File: src/sv/taie_pkg.sv
// Shared types and field layout for the Thumb-2 ADC immediate execute core.
package taie_pkg;

    localparam int unsigned XLEN        = 32;
    localparam int unsigned REG_IDX_W   = 4;
    localparam int unsigned FLAGS_W     = 4;
    localparam int unsigned IMM12_W     = 12;

    // Stream word widths, padded to whole bytes
    localparam int unsigned IN_DATA_W   = 72;
    localparam int unsigned OUT_DATA_W  = 48;

    // Input word layout
    localparam int unsigned IN_INSTR_LSB = 0;
    localparam int unsigned IN_RN_LSB    = 32;
    localparam int unsigned IN_CARRY_BIT = 64;
    localparam int unsigned IN_EXEC_BIT  = 65;

    // Instruction field positions
    localparam int unsigned INSTR_RD_LSB = 8;
    localparam int unsigned INSTR_S_BIT  = 20;
    localparam int unsigned INSTR_I_BIT  = 26;

    // Flag bit positions inside nzcv
    localparam int unsigned FLAG_N = 3;
    localparam int unsigned FLAG_Z = 2;
    localparam int unsigned FLAG_C = 1;
    localparam int unsigned FLAG_V = 0;

    // Replicated byte patterns, selected by imm12[9:8]
    typedef enum logic [1:0] {
        REP_BYTE   = 2'b00,
        REP_HALVES = 2'b01,
        REP_ODD    = 2'b10,
        REP_ALL    = 2'b11
    } rep_mode_t;

    // Decoded instruction handed from the decoder to the pipeline
    typedef struct packed {
        logic [XLEN-1:0]      imm;
        logic [REG_IDX_W-1:0] rd;
        logic                 set_flags;
    } decode_t;

endpackage

File: src/sv/taie_decode.sv
// Field decode and modified-immediate expansion for ADC immediate T1.
module taie_decode (
    input  logic [taie_pkg::XLEN-1:0] instr,
    output taie_pkg::decode_t         dec
);
    import taie_pkg::*;

    logic [IMM12_W-1:0]  imm12;
    logic [7:0]          imm8;
    logic [XLEN-1:0]     unrot;
    logic [4:0]          rot;
    logic [2*XLEN-1:0]   rot_pair;
    logic [2*XLEN-1:0]   rot_shift;
    logic [XLEN-1:0]     imm_exp;

    // Gather i:imm3:imm8
    assign imm12 = {instr[INSTR_I_BIT], instr[14:12], instr[7:0]};
    assign imm8  = imm12[7:0];

    // Rotated 1:imm7 form
    assign unrot     = {{(XLEN-8){1'b0}}, 1'b1, imm12[6:0]};
    assign rot       = imm12[11:7];
    assign rot_pair  = {unrot, unrot};
    assign rot_shift = rot_pair >> rot;

    // Pick a replicated pattern or the rotated constant
    always_comb
    begin
        if (imm12[11:10] == 2'b00)
        begin
            unique case (rep_mode_t'(imm12[9:8]))
                REP_BYTE:   imm_exp = {24'h0, imm8};
                REP_HALVES: imm_exp = {8'h0, imm8, 8'h0, imm8};
                REP_ODD:    imm_exp = {imm8, 8'h0, imm8, 8'h0};
                REP_ALL:    imm_exp = {imm8, imm8, imm8, imm8};
                default:    imm_exp = {24'h0, imm8};
            endcase
        end
        else
        begin
            imm_exp = rot_shift[XLEN-1:0];
        end
    end

    assign dec.imm       = imm_exp;
    assign dec.rd        = instr[INSTR_RD_LSB +: REG_IDX_W];
    assign dec.set_flags = instr[INSTR_S_BIT];

endmodule

File: src/sv/thumb_adc_immediate_execute_core.sv
// Top level: three-stage pipelined Thumb-2 ADC immediate execute core.
//
// Input channel s_axis: one word per instruction, carrying the instruction
// word, the Rn value, the current C flag and the execute enable.
// Output channel m_axis: one word per instruction with the sum, Rd, the
// register write strobe, new NZCV flags and the flag write strobe.
// Every accepted input word yields exactly one output word, in order.
//
// Pipeline: stage 1 decodes and expands the immediate, stage 2 does the
// 33-bit add, stage 3 forms the flags and holds the output word.
// Throughput is one word per cycle while the receiver holds m_axis_tready
// high.
//
// Reset clears all stage valid bits; the pipeline comes up empty and
// ready. When the receiver holds m_axis_tready low, stages fill up
// behind the output register and s_axis_tready drops only once all three
// are occupied; nothing is lost or repeated.
module thumb_adc_immediate_execute_core (
    input  logic                            clk,
    input  logic                            rst_n,
    input  logic                            s_axis_tvalid,
    output logic                            s_axis_tready,
    // [31:0] instr, [63:32] rn_value, [64] carry_in, [65] execute, [71:66] zero
    input  logic [taie_pkg::IN_DATA_W-1:0]  s_axis_tdata,
    output logic                            m_axis_tvalid,
    input  logic                            m_axis_tready,
    // [31:0] sum_value, [35:32] dest_index, [36] reg_write, [40:37] nzcv,
    // [41] flags_write, [47:42] zero
    output logic [taie_pkg::OUT_DATA_W-1:0] m_axis_tdata
);
    import taie_pkg::*;

    logic [XLEN-1:0] in_instr;
    logic [XLEN-1:0] in_rn;
    decode_t         dec;

    // Stage 1 registers
    logic                 s1_valid_reg, s1_valid_next;
    logic [XLEN-1:0]      s1_imm_reg;
    logic [XLEN-1:0]      s1_rn_reg;
    logic                 s1_carry_reg;
    logic                 s1_exec_reg;
    logic                 s1_sflag_reg;
    logic [REG_IDX_W-1:0] s1_rd_reg;

    // Stage 2 registers
    logic                 s2_valid_reg, s2_valid_next;
    logic [XLEN:0]        s2_sum_reg;
    logic                 s2_a_msb_reg;
    logic                 s2_b_msb_reg;
    logic                 s2_exec_reg;
    logic                 s2_fw_reg;
    logic [REG_IDX_W-1:0] s2_rd_reg;

    // Stage 3 (output) registers
    logic                 s3_valid_reg, s3_valid_next;
    logic [XLEN-1:0]      s3_sum_reg;
    logic [REG_IDX_W-1:0] s3_rd_reg;
    logic                 s3_rw_reg;
    logic [FLAGS_W-1:0]   s3_nzcv_reg;
    logic                 s3_fw_reg;

    logic adv1, adv2, adv3;
    logic [XLEN:0]        sum_wide;
    logic [FLAGS_W-1:0]   nzcv_calc;
    logic [XLEN-1:0]      r2;

    assign in_instr = s_axis_tdata[IN_INSTR_LSB +: XLEN];
    assign in_rn    = s_axis_tdata[IN_RN_LSB +: XLEN];

    taie_decode u_decode (
        .instr (in_instr),
        .dec   (dec)
    );

    // Advance a stage when it is empty or the stage after it moves
    assign adv3 = !s3_valid_reg || m_axis_tready;
    assign adv2 = !s2_valid_reg || adv3;
    assign adv1 = !s1_valid_reg || adv2;
    assign s_axis_tready = adv1;

    assign s1_valid_next = adv1 ? s_axis_tvalid : s1_valid_reg;
    assign s2_valid_next = adv2 ? s1_valid_reg  : s2_valid_reg;
    assign s3_valid_next = adv3 ? s2_valid_reg  : s3_valid_reg;

    // Clear valid bits under reset
    always_ff @(posedge clk or negedge rst_n)
    begin
        if (!rst_n)
        begin
            s1_valid_reg <= 1'b0;
            s2_valid_reg <= 1'b0;
            s3_valid_reg <= 1'b0;
        end
        else
        begin
            s1_valid_reg <= s1_valid_next;
            s2_valid_reg <= s2_valid_next;
            s3_valid_reg <= s3_valid_next;
        end
    end

    // Stage 1: capture decoded fields and operands
    always_ff @(posedge clk)
    begin
        if (adv1)
        begin
            s1_imm_reg   <= dec.imm;
            s1_rd_reg    <= dec.rd;
            s1_sflag_reg <= dec.set_flags;
            s1_rn_reg    <= in_rn;
            s1_carry_reg <= s_axis_tdata[IN_CARRY_BIT];
            s1_exec_reg  <= s_axis_tdata[IN_EXEC_BIT];
        end
    end

    // Stage 2: three-input add with carry out
    assign sum_wide = {1'b0, s1_rn_reg} + {1'b0, s1_imm_reg}
                    + {{XLEN{1'b0}}, s1_carry_reg};

    always_ff @(posedge clk)
    begin
        if (adv2)
        begin
            s2_sum_reg   <= sum_wide;
            s2_a_msb_reg <= s1_rn_reg[XLEN-1];
            s2_b_msb_reg <= s1_imm_reg[XLEN-1];
            s2_exec_reg  <= s1_exec_reg;
            s2_fw_reg    <= s1_exec_reg & s1_sflag_reg;
            s2_rd_reg    <= s1_rd_reg;
        end
    end

    // Stage 3: form flags, zero them when not written
    assign r2 = s2_sum_reg[XLEN-1:0];

    always_comb
    begin
        nzcv_calc         = '0;
        nzcv_calc[FLAG_N] = r2[XLEN-1];
        nzcv_calc[FLAG_Z] = (r2 == '0);
        nzcv_calc[FLAG_C] = s2_sum_reg[XLEN];
        nzcv_calc[FLAG_V] = (s2_a_msb_reg ^ r2[XLEN-1]) & (s2_b_msb_reg ^ r2[XLEN-1]);
        if (!s2_fw_reg)
        begin
            nzcv_calc = '0;
        end
    end

    always_ff @(posedge clk)
    begin
        if (adv3)
        begin
            s3_sum_reg  <= r2;
            s3_rd_reg   <= s2_rd_reg;
            s3_rw_reg   <= s2_exec_reg;
            s3_nzcv_reg <= nzcv_calc;
            s3_fw_reg   <= s2_fw_reg;
        end
    end

    assign m_axis_tvalid = s3_valid_reg;
    assign m_axis_tdata  = {6'h0, s3_fw_reg, s3_nzcv_reg, s3_rw_reg, s3_rd_reg, s3_sum_reg};

`ifndef NO_ASSERTIONS
    // Input stalls only when every stage is full and the output is blocked
    a_stall_full: assert property (@(posedge clk) disable iff (!rst_n)
        !s_axis_tready |-> (s1_valid_reg && s2_valid_reg && m_axis_tvalid && !m_axis_tready))
        else $error("input stalled while pipeline had room");

    // Flag write implies register write
    a_fw_rw: assert property (@(posedge clk) disable iff (!rst_n)
        (m_axis_tvalid && s3_fw_reg) |-> s3_rw_reg)
        else $error("flags written without register write");

    // Flags read as zero when not written
    a_nzcv_zero: assert property (@(posedge clk) disable iff (!rst_n)
        (m_axis_tvalid && !s3_fw_reg) |-> (s3_nzcv_reg == '0))
        else $error("nzcv nonzero without flag write");

    // Z flag agrees with the registered sum
    a_z_flag: assert property (@(posedge clk) disable iff (!rst_n)
        (m_axis_tvalid && s3_fw_reg) |-> (s3_nzcv_reg[FLAG_Z] == (s3_sum_reg == '0)))
        else $error("Z flag disagrees with sum");
`endif

endmodule

File: config.mk
export PLATFORM = sky130hd
export DESIGN_NAME = thumb_adc_immediate_execute_core
export DESIGN_NICKNAME = d
export VERILOG_FILES = /design/src/sv/taie_pkg.sv /design/src/sv/taie_decode.sv /design/src/sv/thumb_adc_immediate_execute_core.sv
export SDC_FILE = /design/constraint.sdc
export NUM_CORES = 1
export LEC_CHECK = 0
export ABC_AREA = 1
export BUFFER_PORTS_ARGS = -buffer_cell sky130_fd_sc_hd__buf_2
export CORE_MARGIN = 3
export CORE_UTILIZATION = 45
export CTS_BUF_LIST = sky130_fd_sc_hd__clkbuf_8
export DETAILED_ROUTE_END_ITERATION = 10
export PLACE_DENSITY_LB_ADDON = 0.1
export SLEW_MARGIN = 10
export SYNTH_ARGS = -nofsm -noshare
export SYNTH_HDL_FRONTEND = slang
export SYNTH_HIERARCHICAL = 1
export SYNTH_SLANG_ARGS = --single-unit
File: constraint.sdc
create_clock -name clk -period 6.4 [get_ports clk]
set_input_delay 1.6 -clock clk [delete_from_list [all_inputs] [get_ports clk]]
set_output_delay 1.6 -clock clk [all_outputs]
set_load 0.01 [all_outputs]
Word-level counts from Yosys, hierarchy flattened
Cells that the tools add are included.
- add/subtract/negate cells: 2
- equal/unequal tests: 3
- shifts and indexed selects: 1
- muxes and demuxes: 2
- bitwise logic cells: 4
- reduce and logical (&&, ||, !) cells: 9
- operator list (kind ; count):
    $pmux W32 S4 ; 1
    $shr A40 B5 Y32 ; 1
    $add A32 B32 Y33 ; 1
    $add A33 B1 Y33 ; 1
    $logic_not A32 Y1 ; 1
    $mux W32 ; 1
    $eq A2 B2 Y1 const B ; 2
    $logic_not A2 Y1 ; 2
    $logic_not A1 Y1 ; 3
    $logic_or A1 B1 Y1 ; 3
    $and A1 B1 Y1 ; 2
    $eq A2 B1 Y1 const B ; 1
    $xor A1 B1 Y1 ; 2
- flip-flop bits (word level): 157
- logic and storage cells: 41

Longest topological paths before layout
- depth after elaboration: 4
- gate-level depth with buffers: 12
- gate-level depth less buffers: 12

Cells and area by module
Netlist, hierarchy kept.
- by module, submodules not included (module ; times used ; cells each ; area an instance (um^2) ; sequential area each (um^2)):
    thumb_adc_immediate_execute_core ; 1 ; 704 ; 7312.0 ; 4699.5
    taie_decode ; 1 ; 194 ; 1016.0 ; 0.0

Worst setup path after synthesis
No wires, ideal clock.
- kind: input -> output
- from: input port m_axis_tready
- to: output port s_axis_tready
- arrival time: 4.355 ns
- slack: 0.445 ns
- stages: 4
- buffers on the path: 0
- cell sequence: inv_1 -> nand2_1 -> nor2_1 -> nand2_1
- longest elaborated chain between the ends: 3
- RTL lines (what ; line ; source):
    start: declaration ; thumb_adc_immediate_execute_core.sv:26 ; input logic m_axis_tready,
    $logic_or A1 B1 Y1 ; thumb_adc_immediate_execute_core.sv:77 ; assign adv3 = !s3_valid_reg || m_axis_tready;
    via adv3 ; thumb_adc_immediate_execute_core.sv:63 ; logic adv1, adv2, adv3;
    $logic_or A1 B1 Y1 ; thumb_adc_immediate_execute_core.sv:78 ; assign adv2 = !s2_valid_reg || adv3;
    $logic_or A1 B1 Y1 ; thumb_adc_immediate_execute_core.sv:79 ; assign adv1 = !s1_valid_reg || adv2;
    end: declaration ; thumb_adc_immediate_execute_core.sv:22 ; output logic s_axis_tready,
The timed path passes the listed nets, and every way through them passes these cells.

Final worst setup path
Ends and elaborated chain as after synthesis.

==> metrics.csv <==
stage,metric,value,unit
status,status,"complete, no violations",
detailed_routing,postRouteAntennaNets,0,
pwr,vdd_drop_max,0.000161,V
global_route,grt_pass1_vias,5581,
timing,rsz0062_at_grt,no,
clocking,clk_latency,450,ps
critical_path,crit_arrival,2330,ps
pwr,p_leak,0.00462,uW
floorplan,ios,126,
critical_path,critPathCapture,s_axis_tready,
timing,fin_tns_setup,0,ps
floorplan,rows,49,
timing,maxSlewViolCount,0,
clocking,path_clk_slew,90,ps
floorplan,coreArea,18100,um^2
global_route,grt_overflow,0,
logic_synthesis,ys_warn_count,6,
placement,dpl.cell_count,1212,
timing,max_freq,254,MHz
finish,synthToLayoutAreaGrowth,12.3,%
logic_synthesis,syn_avg_cell_area,9.27,um^2
logic_synthesis,yosys.area.top_type,edfxtp_1,
timing,max-slew-margin-rel,38.4,%
detailed_routing,drc,0,
critical_path,start_kind,input port,
placement,detailed_place.area,8970,um^2
logic_synthesis,synth_seq_area_share,56.4,%
floorplan,die-area,20200,um^2
finish,multi_input_area,2930,um^2
global_route,grt_start_max_net_pins,73,
global_route,top_usage_layer,met2,
finish,antenna_cells,0,
timing,whs,417,ps
clocking,ctsHoldBuffers,0,
logic_synthesis,ys.flop_type,edfxtp_1,
global_route,gr-usage-met2,28.2,%
critical_path,reg2regPathDepth,12,
timing,setup_viol,0,
global_route,grt_pass1_wl,28300,um
clocking,cts_resized,0,
timing,fin_crit_sh,61.5,%
global_route,antenna_found_initial,0,
critical_path,crit_type,in -> out,
logic_synthesis,ys_seq_elements,157,
floorplan,start_util,46.0,%
detailed_routing,avgRoutedWirePerCell,14.2,um
min_path,worstHoldStart,s1_rd_reg[2],
min_path,holdCritPathClass,reg -> reg,
critical_path,cp_data_required_time,4800,ps
clocking,post_cts_buffers,0,
placement,place_ws,2410,ps
global_route,use_met1,25.7,%
clocking,clock_path_buffers,2,
clocking,cts_buffers,17,
clocking,cts_tree,built,
critical_path,r2r_start,s1_imm_reg[0],
global_route,met3_usage,3.63,%
critical_path,rrSetupSlack,3940,ps
critical_path,cp-end-kind,output pin,
floorplan,die-height,142,um
timing,setup_slack,2470,ps
finish,stdcell_count,1244,
timing,clock-skew-final,19.4,ps
logic_synthesis,synthArstFlopShare,1.91,%
logic_synthesis,synthTopCellsByArea,"edfxtp_1 56%, nand2_1 14%, inv_1 6.3%",
finish,largest_reg_flops,33,
logic_synthesis,netlist_instances,898,
run,maxCapViolCount,0,
detailed_routing,drtIter0Drc,288,
clocking,cts-htree-levels,4,
clocking,cts-root-buf,clkbuf_8,
clocking,clkSinkCount,157,
timing,worst_pin_slew,925,ps
logic_synthesis,synth_top_cell_area_share,55.5,%
global_route,grt.total_usage,18.2,%
floorplan,die_w,142,um
pwr,power_density,292,nW/um^2
placement,place_hpwl,13900,um
placement,numPortBuffers,98,
detailed_routing,wl,17700,um
finish,final_nets,1111,
placement,gp_congestion,0.913,
timing,hold_viol,0,
critical_path,crit_fanout,3,
finish,fillers,1719,
critical_path,r2r_end,s2_sum_reg[28],
finish,finalInstanceArea,9350,um^2
timing,fin_crit,3930,ps
critical_path,startpoint,m_axis_tready,
logic_synthesis,synth_edf_count,154,
finish,drive_above_1_share,17.1,%
detailed_routing,dr_total_vias,5944,
finish,regArea,4700,um^2
logic_synthesis,synth_area,8330,um^2
detailed_routing,via_per_inst,4.78,
detailed_routing,firstDrtPassIters,5,
logic_synthesis,yosysUniqueCellTypes,37,
-- metrics by stage --
stage	utilization (%)	total power (uW)
after global placement	49.6	2060
after floorplan	-	1860
after global routing	51.7	2900
final	51.7	2730
after CTS	51.7	2760
after detailed placement	49.6	2070
-- worst max-delay path: stages --
cell,delay (ps)
buf_2,90
inv_1,60
nand2_2,50
nor2_1,300
nand2_4,80
buf_2,150
-- metal layers --
| metal | up-vias | wire length [um] |
|---|---|---|
| met1 | 2661 | 8330 |
| met2 | 156 | 8030 |
| li1 | 3104 | - |
| met5 | - | 0 |
| met4 | 0 | 426 |
| met3 | 23 | 880 |
-- layout by cell type (no fill, tap or decap), types with 2 or more instances in the layout --
| cell | count |
|---|---|
| nand2_2 | 15 |
| o22ai_1 | 2 |
| inv_1 | 140 |
| buf_2 | 98 |
| clkinvlp_4 | 4 |
| nand4_1 | 9 |
| clkbuf_8 | 17 |
| clkinv_2 | 2 |
| o21ai_2 | 4 |
| nor2_2 | 3 |
| inv_2 | 6 |
| a21oi_1 | 24 |
| xor2_1 | 15 |
| nand2_4 | 4 |
| buf_4 | 3 |
| o21ai_1 | 4 |
| inv_6 | 3 |
| nand2_1 | 307 |
| nand3_2 | 3 |
| clkinv_4 | 3 |
| ha_1 | 31 |
| conb_1 | 6 |
| edfxtp_1 | 154 |
| dfrtp_1 | 3 |
| nand3_1 | 69 |
| a21o_1 | 2 |
| fa_1 | 2 |
| nor4_1 | 6 |
| o21ai_0 | 6 |
| nor2_4 | 3 |
| nor2_1 | 46 |
| nor3_1 | 9 |
-- worst min-delay path by stage --
stage | endpoint | slack, ps | cells past startpoint
finish | s2_rd_reg[2] | 420 | 0
global route | s2_rd_reg[2] | 420 | 0
CTS | s2_rd_reg[2] | 420 | 0
detailed placement | s3_rw_reg | 410 | 0
global placement | s3_rd_reg[3] | 400 | 0
floorplan | s2_rd_reg[0] | 400 | 0
-- Yosys cell counts (6+ instances only) --
cell	instances
nand2_2	14
nand4_1	9
edfxtp_1	154
xor2_1	15
nor4_1	6
nand2_1	309
ha_1	31
inv_1	140
nand3_1	69
nor2_1	46
a21oi_1	24
buf_4	15
inv_2	6
o21ai_0	6
nor3_1	9
-- logic make-up after synthesis --
| kind of cell | after synthesis | share of synthesized area (%) |
|---|---|---|
| AND/OR/NAND/NOR | 478 | 24.6 |
| buffers and inverters | 167 | 8.77 |
| flip-flops | 157 | 56.4 |
| AO/OA/AOI/OAI | 47 | 3.44 |
| adder cells (fa/ha/maj) | 33 | 5.14 |
| XOR/XNOR | 15 | 1.58 |
| other | 1 | 0.0450 |
-- power by group --
part,switching [uW],internal [uW]
Sequential,67.9,1360
Clock,375,312
Combinational,400,207
-- cell type report --
cell class	instances	area share (%)
flip-flops and latches	157	50.3
clock buffers	17	2.50
well taps	229	3.06
repair buffers	101	5.49
multi-input cells	579	31.3
clock inverters	15	1.53
inverters	146	5.86
Power figures use the tool's default switching activity.
